<file path="src/rtl/qpc_pkg.sv">
// Shared types, constants and helper functions of the quintic profile checker.
// Holds the Horner micro-op program, the queue item and result structs.
// No dependencies; every other file imports this package.
package qpc_pkg;

    // Field and register widths
    localparam int TIME_W    = 32;
    localparam int COEF_W    = 64;
    localparam int OUT_W     = 48;
    localparam int OUT_FRAC  = 32;
    localparam int NUM_COEF  = 5;
    localparam int CFG_IDX_W = 3;
    localparam int TDATA_IN_W  = 32;
    localparam int TDATA_OUT_W = 4 * OUT_W;

    // Default fixed-point formats
    localparam int TIME_FRAC_BITS_DEF = 24;
    localparam int COEF_FRAC_BITS_DEF = 48;

    // Input queue
    localparam int QUEUE_AW    = 2;
    localparam int QUEUE_DEPTH = 1 << QUEUE_AW;

    // Configuration register indexes
    localparam logic [CFG_IDX_W-1:0] REG_COEFF_T1    = 3'd0;
    localparam logic [CFG_IDX_W-1:0] REG_COEFF_T2    = 3'd1;
    localparam logic [CFG_IDX_W-1:0] REG_COEFF_T3    = 3'd2;
    localparam logic [CFG_IDX_W-1:0] REG_COEFF_T4    = 3'd3;
    localparam logic [CFG_IDX_W-1:0] REG_COEFF_T5    = 3'd4;
    localparam logic [CFG_IDX_W-1:0] REG_SPEED_LIMIT = 3'd5;
    localparam logic [CFG_IDX_W-1:0] REG_ACCEL_LIMIT = 3'd6;
    localparam logic [CFG_IDX_W-1:0] REG_JERK_LIMIT  = 3'd7;

    // Saturation bounds
    localparam logic signed [COEF_W-1:0] COEF_MAX = 64'sh7FFF_FFFF_FFFF_FFFF;
    localparam logic signed [COEF_W-1:0] COEF_MIN = 64'sh8000_0000_0000_0000;
    localparam logic [OUT_W-1:0] OUT_POS_MAG = 48'h7FFF_FFFF_FFFF;
    localparam logic [OUT_W-1:0] OUT_NEG_MAG = 48'h8000_0000_0000;

    typedef logic signed [COEF_W-1:0] qpc_coef_t;

    // Coefficient selects (array slot of c1..c5)
    localparam logic [2:0] CS_T1 = 3'd0;
    localparam logic [2:0] CS_T2 = 3'd1;
    localparam logic [2:0] CS_T3 = 3'd2;
    localparam logic [2:0] CS_T4 = 3'd3;
    localparam logic [2:0] CS_T5 = 3'd4;

    // Derivative scale factors
    localparam logic [5:0] K0  = 6'd0;
    localparam logic [5:0] K1  = 6'd1;
    localparam logic [5:0] K2  = 6'd2;
    localparam logic [5:0] K3  = 6'd3;
    localparam logic [5:0] K4  = 6'd4;
    localparam logic [5:0] K5  = 6'd5;
    localparam logic [5:0] K6  = 6'd6;     // 3*2*1
    localparam logic [5:0] K12 = 6'd12;
    localparam logic [5:0] K20 = 6'd20;    // 5*4
    localparam logic [5:0] K24 = 6'd24;    // 4*3*2
    localparam logic [5:0] K60 = 6'd60;    // 5*4*3

    // Quantity codes
    localparam logic [1:0] QTY_DISP = 2'd0;
    localparam logic [1:0] QTY_VEL  = 2'd1;
    localparam logic [1:0] QTY_ACC  = 2'd2;
    localparam logic [1:0] QTY_JERK = 2'd3;

    localparam int PROG_LEN = 18;
    localparam int PC_W     = 5;

    // One Horner micro-op
    typedef struct packed {
        logic       load;      // start a chain: acc = k*c
        logic [2:0] coef_sel;
        logic [5:0] scale;
        logic       last;      // chain ends after this op
        logic [1:0] quant;
    } qpc_op_t;

    // Queued input item
    typedef struct packed {
        logic [TIME_W-1:0] sample_time;
        logic              first_sample;
        logic              last_sample;
    } qpc_item_t;

    // Evaluated sample passed to the checker
    typedef struct packed {
        logic signed [OUT_W-1:0] displacement;
        logic signed [OUT_W-1:0] velocity;
        logic signed [OUT_W-1:0] acceleration;
        logic signed [OUT_W-1:0] jerk;
        logic [OUT_W-1:0]        speed_mag;
        logic [OUT_W-1:0]        accel_mag;
        logic [OUT_W-1:0]        jerk_mag;
        logic                    first_sample;
        logic                    last_sample;
    } qpc_result_t;

    function automatic qpc_op_t mk_op(input logic load, input logic [2:0] sel,
                                      input logic [5:0] scale, input logic last,
                                      input logic [1:0] quant);
        qpc_op_t op;
        op.load     = load;
        op.coef_sel = sel;
        op.scale    = scale;
        op.last     = last;
        op.quant    = quant;
        return op;
    endfunction

    // Horner program: displacement, velocity, acceleration, jerk
    function automatic qpc_op_t prog_op(input logic [PC_W-1:0] pc);
        qpc_op_t op;
        unique case (pc)
            5'd0:    op = mk_op(1'b1, CS_T5, K1,  1'b0, QTY_DISP);
            5'd1:    op = mk_op(1'b0, CS_T4, K1,  1'b0, QTY_DISP);
            5'd2:    op = mk_op(1'b0, CS_T3, K1,  1'b0, QTY_DISP);
            5'd3:    op = mk_op(1'b0, CS_T2, K1,  1'b0, QTY_DISP);
            5'd4:    op = mk_op(1'b0, CS_T1, K1,  1'b0, QTY_DISP);
            // extra multiply by t with nothing added
            5'd5:    op = mk_op(1'b0, CS_T1, K0,  1'b1, QTY_DISP);
            5'd6:    op = mk_op(1'b1, CS_T5, K5,  1'b0, QTY_VEL);
            5'd7:    op = mk_op(1'b0, CS_T4, K4,  1'b0, QTY_VEL);
            5'd8:    op = mk_op(1'b0, CS_T3, K3,  1'b0, QTY_VEL);
            5'd9:    op = mk_op(1'b0, CS_T2, K2,  1'b0, QTY_VEL);
            5'd10:   op = mk_op(1'b0, CS_T1, K1,  1'b1, QTY_VEL);
            5'd11:   op = mk_op(1'b1, CS_T5, K20, 1'b0, QTY_ACC);
            5'd12:   op = mk_op(1'b0, CS_T4, K12, 1'b0, QTY_ACC);
            5'd13:   op = mk_op(1'b0, CS_T3, K6,  1'b0, QTY_ACC);
            5'd14:   op = mk_op(1'b0, CS_T2, K2,  1'b1, QTY_ACC);
            5'd15:   op = mk_op(1'b1, CS_T5, K60, 1'b0, QTY_JERK);
            5'd16:   op = mk_op(1'b0, CS_T4, K24, 1'b0, QTY_JERK);
            5'd17:   op = mk_op(1'b0, CS_T3, K6,  1'b1, QTY_JERK);
            default: op = mk_op(1'b0, CS_T1, K0,  1'b1, QTY_JERK);
        endcase
        return op;
    endfunction

    // k*c saturated to the signed 64-bit range
    function automatic qpc_coef_t sat_scale(input qpc_coef_t c, input logic [5:0] k);
        logic signed [70:0] p;
        p = 71'(c) * $signed({65'd0, k});
        if (p[70:63] != {8{p[63]}}) begin
            return p[70] ? COEF_MIN : COEF_MAX;
        end
        return $signed(p[63:0]);
    endfunction

endpackage

</file>
<file path="src/rtl/qpc_front.sv">
// Front end of the quintic profile checker: input stream handshake and a
// short item queue toward the evaluator. Depends on qpc_pkg.
module qpc_front (
    input  logic                               aclk,
    input  logic                               aresetn,
    input  logic                               s_axis_tvalid,
    output logic                               s_axis_tready,
    input  logic [qpc_pkg::TDATA_IN_W-1:0]     s_axis_tdata,
    input  logic                               s_axis_tlast,
    input  logic                               s_axis_tuser,
    output logic                               item_valid,
    output qpc_pkg::qpc_item_t                 item,
    input  logic                               item_ready
);
    import qpc_pkg::*;

    qpc_item_t             queue_reg [QUEUE_DEPTH];
    logic [QUEUE_AW-1:0]   wr_ptr_reg, rd_ptr_reg;
    logic [QUEUE_AW:0]     count_reg, count_next;
    qpc_item_t             in_item;
    logic                  push, pop;

    // sort the stream word into item fields
    always_comb begin
        in_item.sample_time  = s_axis_tdata[TIME_W-1:0];
        in_item.first_sample = s_axis_tuser;
        in_item.last_sample  = s_axis_tlast;
    end

    assign s_axis_tready = (count_reg != (QUEUE_AW+1)'(QUEUE_DEPTH));
    assign item_valid    = (count_reg != '0);
    assign item          = queue_reg[rd_ptr_reg];
    assign push          = s_axis_tvalid && s_axis_tready;
    assign pop           = item_valid && item_ready;

    always_comb begin
        count_next = count_reg;
        if (push && !pop) begin
            count_next = count_reg + 1'b1;
        end else if (pop && !push) begin
            count_next = count_reg - 1'b1;
        end
    end

    // pointers and fill level
    always_ff @(posedge aclk) begin
        if (!aresetn) begin
            wr_ptr_reg <= '0;
            rd_ptr_reg <= '0;
            count_reg  <= '0;
        end else begin
            count_reg <= count_next;
            if (push) begin
                wr_ptr_reg <= wr_ptr_reg + 1'b1;
            end
            if (pop) begin
                rd_ptr_reg <= rd_ptr_reg + 1'b1;
            end
        end
    end

    // queue storage
    always_ff @(posedge aclk) begin
        if (push) begin
            queue_reg[wr_ptr_reg] <= in_item;
        end
    end

endmodule

</file>
<file path="config.mk">
export PLATFORM = sky130hd
export DESIGN_NAME = qpc_front
export DESIGN_NICKNAME = d
export VERILOG_FILES = /design/src/rtl/qpc_pkg.sv /design/src/rtl/qpc_front.sv
export SDC_FILE = /design/constraint.sdc
export NUM_CORES = 1
export LEC_CHECK = 0
export BUFFER_PORTS_ARGS = -buffer_cell sky130_fd_sc_hd__buf_2
export CORE_ASPECT_RATIO = 1.1
export CORE_MARGIN = 10
export CORE_UTILIZATION = 57
export DETAILED_ROUTE_END_ITERATION = 12
export PLACE_DENSITY = 0.79
export SLEW_MARGIN = 20
export SYNTH_ARGS = -nofsm -noshare
export SYNTH_HDL_FRONTEND = slang
export SYNTH_SLANG_ARGS = --single-unit
export TNS_END_PERCENT = 50
</file>
<file path="constraint.sdc">
create_clock -name aclk -period 2.65 [get_ports aclk]
set_clock_uncertainty 0.1 [all_clocks]
set_input_delay 0.53 -clock aclk [delete_from_list [all_inputs] [get_ports aclk]]
set_output_delay 0.53 -clock aclk [all_outputs]
set_load 0.1 [all_outputs]
</file>
Yosys cells after proc, flatten, opt, wreduce, memory -nomap -nowiden. Memory sizes are Yosys's and may differ from the RTL's. A register that Yosys moved wholly into a read port is not among the register bits. Index checks and enable logic that the tools add are counted.

Register bits: 7. Bits in writable memories: 136. Input port bits: 38. Output and inout bits: 36. Memories kept: 1.

Add/subtract/negate cells: 4. Equality and inequality tests: 1. Mux-type cells: 6. Reductions and logical operators: 8.

Memories: queue_reg (words 4, width 34, read ports 1, clocked after memory_dff 1, wr ports 1, line qpc_front.sv:17) `qpc_item_t queue_reg [QUEUE_DEPTH];`.

Operators by type and width (count): $mux W3 (2); $add A2 B1 Y2 const B (2); $logic_and A1 B1 Y1 (4); $mux W2 (2); $add A3 B1 Y3 const B (1); $ne A3 B3 Y1 const B (1); $reduce_bool A3 Y1 (1); $sub A3 B1 Y3 const B (1); $logic_not A1 Y1 (2); $mux W1 (2); $reduce_bool A2 Y1 (1).

Logic depth before layout (Yosys ltp). Gate-level depths: netlist of run 1.

Word-level depth: 6. Gate-level depth with buffers: 8. Depth with buffers taken out: 8.

Worst setup path after synthesis of run 1. No wires, ideal clock.

Path type: reg-to-reg. Start: register count_reg[0]. End: memory queue_reg[2][0] (netlist name) (enable). Setup time: 0.394 ns. Arrival time: 1.733 ns. Data required time: 2.156 ns. Path slack: 0.423 ns. Stages on the path, launching flop included: 4. Buffers on the path: 0. Cells stage by stage: dfxtp_1 -> nor2_1 -> a21boi_2 -> and2_1.

Cells in the longest elaborated chain, start to end: 4.

Ends and longest elaborated chain: start: declaration (line qpc_front.sv:19) `logic [QUEUE_AW:0] count_reg, count_next;`; start signal: assignment (line qpc_front.sv:52) `count_reg <= count_next;`; $ne A3 B3 Y1 (line qpc_front.sv:30) `assign s_axis_tready = (count_reg != (QUEUE_AW+1)'(QUEUE_DEPTH));`; $logic_and A1 B1 Y1 (line qpc_front.sv:33) `assign push = s_axis_tvalid && s_axis_tready;`; net push (line qpc_front.sv:21) `logic push, pop;`; $mux W1 (line qpc_front.sv:64) `if (push) begin`; $mux W1 (implied by the code) (line qpc_front.sv:65) `queue_reg[wr_ptr_reg] <= in_item;`; end: declaration (line qpc_front.sv:17).

The timed path passes the listed nets, and every way through them passes these cells.

==> results of run 1 <==
## layer usage
metal / up-vias / part of all wire [%] / GRT usage, %
met4: 0 / 1.6 / 7.06
li1: 1134 / - / -
met1: 1294 / 37 / 17.8
met5: - / 0 / 0
met3: 10 / 5.9 / 6.49
met2: 76 / 55 / 25.5
## worst min path at each step
stage	from	endpoint	slack [ps]	cells after the start
2_1_floorplan	wr_ptr_reg[1]	wr_ptr_reg[1]	370	2
3_3_place_gp	wr_ptr_reg[0]	wr_ptr_reg[0]	390	2
3_5_place_dp	wr_ptr_reg[1]	wr_ptr_reg[1]	410	2
4_1_cts	s_axis_tdata[12]	queue_reg[3][14]	80	1
5_1_grt	s_axis_tdata[12]	queue_reg[0][14]	100	1
6_report	s_axis_tdata[12]	queue_reg[3][14]	110	1
## per-stage QoR
step | utilization [%] | TNS [ps] | cells | hold WS, ps | area, sq um
2_1_floorplan | - | 0 | 226 | 368 | 5450
3_3_place_gp | 66.6 | 0 | 415 | 388 | 6220
3_5_place_dp | 66.6 | 0 | 415 | 413 | 6220
4_1_cts | 73.5 | -331 | 448 | 84.0 | 6870
5_1_grt | 73.6 | -909 | 448 | 97.1 | 6880
6_report | 73.6 | 0 | 449 | 111 | 6890
## area by class of cell
type                       count  share of cell area [%]
sequential                   145                    62.0
multi-input combinational     69                    15.8
timing repair buffer          82                    11.1
clock buffer                  19                    6.12
clock inverter                13                    2.69
tap                          117                    2.13
inverter                       3                   0.164
antenna                        1                  0.0363
## what timing repair did
item	CTS	global route
endpoints found under the setup margin	19	21
pin swaps	0	0
cloned	1	0
gates resized for setup	4	4
## worst max-delay path, stage by stage (launching register included)
cell	delay, ps
dfxtp_2	370
bufbuf_16	340
mux4_2	580
buf_12	200
## layout by cell type, fill, tap and decap left out, drive strengths merged, types with 2 or more instances in the layout
cell	netlist	layout
dfxtp	9	9
nand2	5	5
clkinvlp	0	2
inv	3	5
ha	5	5
a21boi	2	2
clkbuf	2	20
bufinv	0	4
buf	7	80
and2	8	8
or3	2	2
xnor2	3	3
mux4	34	34
mux2i	3	3
clkinv	0	5
edfxtp	136	136
## logic make-up after synthesis
| group | share of synthesized area [%] |
|---|---|
| AOI/OAI and AO/OA | 1.12 |
| xor gates and xnor gates | 0.643 |
| adders and majority gates | 1.52 |
| buffers and inverters | 1.93 |
| DFF | 78.2 |
| muxes | 14.9 |
| and+or+nand+nor | 1.68 |
==> impl_metrics.json, run 1 <==
{
  "ys_top_cells_by_count": "edfxtp_1 (136), mux4_2 (30), dfxtp_1 (9)",
  "die_area_sq_mm": 0.0139,
  "ys.warnings.count": 0,
  "drc": 0,
  "critPathCapture": "item[33]",
  "timing.rr.start": "count_reg[1]",
  "finalWeightedCongestion": 0.713,
  "arrival_ps": 2010,
  "final_nets": 362,
  "r2r_end": "count_reg[2]",
  "syn2layout_area_growth_pct": 26.3,
  "hold_viol_final": 0,
  "ys_seq_elements": 145,
  "synthCells": 226,
  "slew_headroom_pct": 66.7,
  "io_buffers": 73,
  "fillers": 564,
  "ys_seq_area_share_pct": 78.2,
  "critPathLaunchType": "flip-flop",
  "cts.sinks": 145,
  "setup_viol": 0,
  "grt_pass1_wl_um": 15800,
  "core_region_area_sq_mm": 0.00935,
  "fin_ws_ps": 9.46,
  "htree_levels": 4,
  "initial_core_util_pct": 58.3,
  "rsz0062_at_grt": "yes",
  "routed-via-count": 2514,
  "largest_reg_flops": 136,
  "ff2ff_setup_slack_ps": 440,
  "ys_types": 24,
  "drt-initial-drc-count": 105,
  "endpoint_kind": "output port",
  "clock.fmax_ghz": 0.379,
  "pin_count": 74,
  "crit_required_ps": 2020,
  "tightest_slew_ps": 503,
  "cap_violations": 0,
  "firstDrtPassIters": 4,
  "synth_top_area_cell": "edfxtp_1",
  "dp_hpwl_um": 6020,
  "grt.total_usage_pct": 15.7,
  "path_clk_slew_ps": 60,
  "ys.flop_type": "edfxtp_1",
  "synth_edf_count": 136,
  "synth.most_common_cell": "edfxtp_1",
  "die_x_um": 113,
  "max-clock-path-buffers": 2,
  "netlist_top_cells_area": "edfxtp_1 (75%), mux4_2 (12%), dfxtp_1 (3.3%)",
  "syn_nets": 270,
  "r2r_cells": 8,
  "period_needed_ps": 2640,
  "place_ws_ps": 406,
  "finalMaxSlewViolations": 0,
  "cts_tree": "built",
  "hp-class": "in -> reg",
  "postRouteAntennaNets": 0,
  "ctsHoldBuffers": 0,
  "wl_per_cell_um": 22.4,
  "worstSkewPairLatency_ps": 530,
  "synth_async_sr_flop_share_pct": 0,
  "antenna_found_initial": 0,
  "root_buffer": "clkbuf_8",
  "grt.overflow.total": 0,
  "grt_max_degree": 35,
  "synth_top_area_share_pct": 74.9,
  "syn_area_sq_mm": 0.00545,
  "critPathMaxFanout": 17,
  "std_cell_rows": 37,
  "crit_type": "reg -> out",
  "finalWirelength_um": 10100,
  "multi_input_area_sq_mm": 0.00109,
  "drive_gt1_share_pct": 45.6,
  "cts_buffers": 17,
  "fin_crit_sh_pct": 99.6,
  "die_h_um": 123,
  "drt-vias-per-instance": 5.60,
  "grt_pass1_vias": 2678,
  "status": "complete, no violations",
  "cts_setup_buffers": 0,
  "syn-mean-instance-area_sq_um": 24.1,
  "final-seq-area_sq_mm": 0.00427
}
Power of run 1 is not shown: default switching activity piles up to over one toggle a cycle in this logic, so the estimate is an artifact.
==> run 2: changes to the inputs <==
ABC_AREA = 1   (was default)
SETUP_SLACK_MARGIN = 0.1   (was default)
==> run 2 against run 1 <==
Effect of this change:
- first-iteration DRC count rose to 2.6 times the previous value
- worst hold slack worse by 6.7 ps
- worst setup slack better by 140 ps
- critical endpoint unchanged
- highest routed layer unchanged
- sequential share of layout area down 0.99 points
- register-to-register slack better by 60 ps
- largest cell class unchanged
==> impl_metrics.json, run 2 <==
{
  "status": "complete, no violations",
  "hp-class": "in -> reg",
  "ys_types": 24,
  "cp_slowest_cell": "dfxtp_4",
  "synth_top_area_cell": "edfxtp_1",
  "die_x_um": 116,
  "syn-mean-instance-area_sq_um": 14.4,
  "highest_layer": "met4",
  "final.setup.tns_ps": 0,
  "ff2ff_setup_slack_ps": 500,
  "ys_seq_elements": 145,
  "largest_reg_flops": 136,
  "tightest_slew_ps": 527,
  "period_needed_ps": 2500,
  "yosys.area_share.simple_pct": 7.75,
  "drt-met1-wl_um": 4660,
  "whs_path_depth": 1,
  "wl_met2_um": 6230,
  "timing.rr.start": "count_reg[0]",
  "finalMaxSlewViolations": 0,
  "antenna_found_initial": 0,
  "cap_violations": 0,
  "initial_core_util_pct": 58.2,
  "syn_nets": 441,
  "pin_count": 74,
  "htree_levels": 4,
  "syn_area_sq_mm": 0.00573,
  "grt_max_degree": 45,
  "finalPower_uw": 9000,
  "r2r_cells": 13,
  "synthCells": 397,
  "die_area_sq_mm": 0.0145,
  "setup_viol": 0,
  "ys.flop_type": "edfxtp_1",
  "r2r_end": "count_reg[2]",
  "wl_met3_um": 811,
  "synth_edf_count": 136,
  "grt.total_usage_pct": 16.7,
  "synth_async_sr_flop_share_pct": 0,
  "synth.most_common_cell": "edfxtp_1",
  "ys_seq_area_share_pct": 74.4,
  "ys.warnings.count": 0,
  "clock.fmax_ghz": 0.400,
  "synthMuxAreaShare_pct": 0,
  "grt_pass1_wl_um": 18500,
  "mostFrequentLayoutCell": "edfxtp_1",
  "io_buffers": 73,
  "peakVddDrop_uv": 955,
  "cp_common_cell": "buf_6",
  "crit_required_ps": 2020,
  "hold_path_end": "queue_reg[3][28]",
  "crit_type": "reg -> out",
  "dp.cells": 580,
  "slew_headroom_pct": 64.9,
  "cts_tree": "built",
  "grt.overflow.total": 0,
  "drt-vias-per-instance": 5.68,
  "cts_buffers": 17,
  "postRouteAntennaNets": 0,
  "p_leak_uw": 0.00251,
  "drc": 0,
  "drt-initial-drc-count": 270,
  "arrival_ps": 1870,
  "finalWeightedCongestion": 0.726,
  "cts.sinks": 145,
  "min_from": "s_axis_tdata[26]",
  "max-clock-path-buffers": 2,
  "endpoint_kind": "output port",
  "grt_pass1_vias": 3729,
  "finalWirelength_um": 11900,
  "fin_crit_sh_pct": 94.4,
  "firstDrtPassIters": 6,
  "rsz0062_at_grt": "yes",
  "synth-compound-area-share_pct": 12.2,
  "critical_path_buf_inv_count": 2,
  "root_buffer": "clkbuf_8",
  "final_nets": 524,
  "synth_fa_ha_area_share_pct": 1.44,
  "worstSkewPairLatency_ps": 530,
  "synth_top_family_by_area": "compound AO/OA/AOI/OAI gates",
  "syn2layout_area_growth_pct": 22.1,
  "p_per_area_mw_per_mm2": 1290,
  "die_h_um": 125,
  "critPathMaxFanout": 28,
  "ctsHoldBuffers": 0,
  "critPathLaunchType": "flip-flop",
  "finalNonFillerCells": 613,
  "dp_hpwl_um": 7200,
  "ys_top_cells_by_count": "edfxtp_1 (136), o21ai_0 (64), nor2_1 (62)",
  "insertedDiodeCount": 0,
  "synth_top_area_share_pct": 71.3,
  "wl_per_cell_um": 19.4,
  "hold_viol_final": 0,
  "crit_family": "buffers and inverters",
  "routed-via-count": 3483,
  "path_clk_slew_ps": 70,
  "core_region_area_sq_mm": 0.00984,
  "netlist_top_cells_area": "edfxtp_1 (71%), o21ai_0 (5.6%), o22ai_2 (4.4%)",
  "mostFrequentLayoutCells": "edfxtp_1 (136), o21ai_0 (61), nor2_1 (58), buf_2 (39), buf_6 (23)",
  "crit_chain": "buf_6 -> o21ai_0 -> o22ai_1 -> buf_6",
  "std_cell_rows": 38,
  "crit_path_max_incr_delay_ps": 430,
  "drive_gt1_share_pct": 33.7,
  "cts_setup_buffers": 0,
  "synth_xor_area_share_pct": 0.153
}
-- run 2: cells by family after synthesis --
logic type                 count (synthesis)
adders and majority gates                  6
AOI/OAI and AO/OA                        106
DFF                                      145
and+or+nand+nor                          102
buffers and inverters                     37
xor gates and xnor gates                   1
-- run 2: repair_timing --
action,in CTS,in global routing
gates resized for setup,38,29
gates cloned,0,1
endpoints found under the setup margin,34,34
-- run 2: how the worst max path moves through the flow --
stage	from	endpoint	depth (start not counted)	slack [ps]
3_5_place_dp	flip-flop	item[26]	4	450
4_1_cts	flip-flop	item[15]	5	10
5_1_grt	flip-flop	item[26]	4	60
6_report	flip-flop	item[33]	4	150
3_3_place_gp	flip-flop	item[31]	4	490
2_1_floorplan	count_reg[0]	queue_reg[0][0]	4	-170
-- run 2: per-stage QoR --
stage          hold slack (ps)  instance area [sq um]  setup slack [ps]  utilization (%)
2_1_floorplan              365                   5740              -172                -
3_3_place_gp               388                   6230               493             63.3
3_5_place_dp               412                   6230               448             63.3
4_1_cts                   81.4                   6890              12.0             70.0
5_1_grt                   90.2                   7000              61.8             71.1
6_report                   104                   7000               147             71.1
-- run 2: area by class of cell --
cell class,count,area (sq um)
flip-flops and latches,145,4270
fillers,637,2840
multi-input cells,215,1270
repair buffers,84,664
clock buffers,17,414
well taps,120,150
clock inverters,15,149
inverters,16,75.1
repair inverters,1,8.76
-- run 2: per-layer routing --
layer,GRT usage [%],up-vias
li1,-,1628
met1,18.1,1718
met2,28.8,119
met3,6.60,18
met4,6.04,0
met5,0,-
-- run 2: power breakdown --
part           leakage [uW]  switching, uW  internal, uW
Clock              0.000268            967          1270
Sequential          0.00132            102          2790
Combinational      0.000918           3000           871
Power figures use the tool's default switching activity.
==> run 3: changes to the inputs <==
CTS_CLUSTER_DIAMETER = 150   (was default)
PLACE_DENSITY = 0.84   (was 0.79)
RECOVER_POWER = 50   (was default)
==> run 3 against run 2 <==
Effect of this change:
- count of clock-buffer cells in the layout is 2 higher
- register-to-register slack worse by 160 ps
- sequential share of layout area grew 0.81 points
- design area decreased by 1.3%
- clock power fell by 5%
- first-iteration DRC count down 5.2%
- via count grew 0.98%
- sequential power is essentially flat
- flip-flop and latch count did not move
- power is 1.7% lower
- critical path depth unchanged
- critical endpoint is now item[21]
- highest routed layer unchanged
==> impl_metrics.json, run 3 (synthesis results as in run 2) <==
{
  "clock.fmax_ghz": 0.389,
  "mostFrequentLayoutCells": "edfxtp_1 (136), o21ai_0 (63), nor2_1 (58), clkbuf_1 (36), buf_4 (26)",
  "status": "complete, no violations",
  "p_leak_uw": 0.00240,
  "initial_core_util_pct": 58.2,
  "cts.sinks": 145,
  "cp_slowest_cell": "dfxtp_4",
  "finalWirelength_um": 12300,
  "antenna_found_initial": 0,
  "cap_violations": 0,
  "ctsHoldBuffers": 0,
  "crit_family": "buffers and inverters",
  "p_per_area_mw_per_mm2": 1280,
  "period_needed_ps": 2570,
  "finalNonFillerCells": 615,
  "switching_power_uw": 3990,
  "pin_count": 74,
  "rsz0062_at_grt": "yes",
  "slew_headroom_pct": 36.5,
  "mostFrequentLayoutCell": "edfxtp_1",
  "setup_viol": 0,
  "critical_path_buf_inv_count": 2,
  "cts_tree": "built",
  "finalPower_uw": 8840,
  "drive_gt1_share_pct": 26.3,
  "die_area_sq_mm": 0.0145,
  "sw_frac_of_total_pct": 45.2,
  "hp-class": "in -> reg",
  "htree_levels": 4,
  "max-clock-path-buffers": 2,
  "core_region_area_sq_mm": 0.00984,
  "grt_pass1_vias": 3548,
  "clock_power_share_pct": 24.1,
  "endpoint_kind": "output port",
  "arrival_ps": 1940,
  "crit_chain": "buf_4 -> o21ai_0 -> o22ai_1 -> buf_6",
  "crit_path_max_incr_delay_ps": 430,
  "largest_reg_flops": 136,
  "hold_viol_final": 0,
  "final_nets": 526,
  "min_from": "s_axis_tdata[21]",
  "io_buffers": 73,
  "dp.cells": 582,
  "root_buffer": "clkbuf_8",
  "finalMaxSlewViolations": 0,
  "finalWeightedCongestion": 0.756,
  "syn2layout_area_growth_pct": 20.6,
  "place_ws_ps": 441,
  "drt-vias-per-instance": 5.72,
  "wl_per_cell_um": 20.1,
  "cts_buffers": 17,
  "insertedDiodeCount": 0,
  "worstSkewPairLatency_ps": 530,
  "postRouteAntennaNets": 0,
  "crit_type": "reg -> out",
  "pwr-share-seq_pct": 32.7,
  "critPathLaunchType": "flip-flop",
  "path_clk_slew_ps": 60,
  "drc": 0,
  "firstDrtPassIters": 5,
  "fin_crit_sh_pct": 96.9,
  "grt.overflow.total": 0,
  "critPathMaxFanout": 20,
  "internal-power_uw": 4850,
  "die_x_um": 116,
  "cts_setup_buffers": 0,
  "drt-initial-drc-count": 256,
  "grt_pass1_wl_um": 18200,
  "fin_ws_ps": 81.4,
  "tightest_slew_ps": 951,
  "die_h_um": 125,
  "std_cell_rows": 38,
  "grt.total_usage_pct": 16.4,
  "peakVddDrop_uv": 758,
  "dp_hpwl_um": 7470,
  "routed-via-count": 3517,
  "crit_required_ps": 2020,
  "grt_max_degree": 44,
  "combPwrFrac_pct": 43.2,
  "timing.rr.start": "count_reg[1]"
}
[run 3: cell count changes in the layout (fill, tap and decap cells not counted), moves of 8 or more]
| cell | previous run | this run |
|---|---|---|
| buf_6 | 23 | 13 |
| buf_2 | 39 | 5 |
| inv_6 | 9 | 1 |
| clkbuf_1 | 0 | 36 |
| buf_4 | 18 | 26 |
[run 3: power by group through the flow]
| stage | sequential (uW) | clock [uW] | combinational, uW |
|---|---|---|---|
| 6_report | 2900 | 2130 | 3820 |
| 5_1_grt | 2920 | 2260 | 3990 |
| 4_1_cts | 2880 | 2150 | 3740 |
| 3_5_place_dp | 2920 | 0 | 3580 |
| 3_3_place_gp | 2910 | 0 | 3530 |
| 2_1_floorplan | 2900 | 0 | 3010 |
[run 3: worst reg2reg max path, stage by stage (launching register included)]
cell and delay [ps]:
dfxtp_1 390, nor2_1 90, nand2_1 130, nand2_1 220, nor2_2 790, buf_12 280
[run 3: final cells by class]
type,count,area [sq um]
clock buffers,19,422
flip-flops and latches,145,4270
multi-input cells,215,1250
well taps,120,150
fillers,650,2930
repair inverters,1,8.76
repair buffers,86,617
inverters,16,75.1
clock inverters,13,116
[run 3: timing repair]
action | in CTS | in global routing
endpoints found under the setup margin | 34 | 31
gates resized for setup | 33 | 28
gates cloned | 0 | 1
[run 3: layer usage]
| metal | vias up | wire length [um] | GRT usage [%] |
|---|---|---|---|
| met3 | 29 | 938 | 5.50 |
| met4 | 0 | 284 | 8.51 |
| met5 | - | 0 | 0 |
| met1 | 1710 | 4750 | 18.8 |
| li1 | 1626 | - | - |
| met2 | 152 | 6360 | 26.5 |
[run 3: metrics by stage]
| stage | instance area, sq um | hold WS [ps] | setup TNS [ps] | util (%) |
|---|---|---|---|---|
| floorplan | 5740 | 365 | -25270 | - |
| global placement | 6270 | 385 | 0 | 63.7 |
| detailed placement | 6270 | 398 | 0 | 63.7 |
| CTS | 6900 | 96.9 | 0 | 70.1 |
| global route | 6910 | 160 | 0 | 70.2 |
| finish | 6910 | 158 | 0 | 70.2 |
[run 3: final timing paths]
path / to / slack (ps) / cells after the start
worst min-delay path: queue_reg[1][23] / 160 / 1
worst max-delay path: item[21] / 80 / 4
worst max register to register: queue_reg[3][20] / 340 / 5
worst min register to register: rd_ptr_reg[0] / 420 / 2
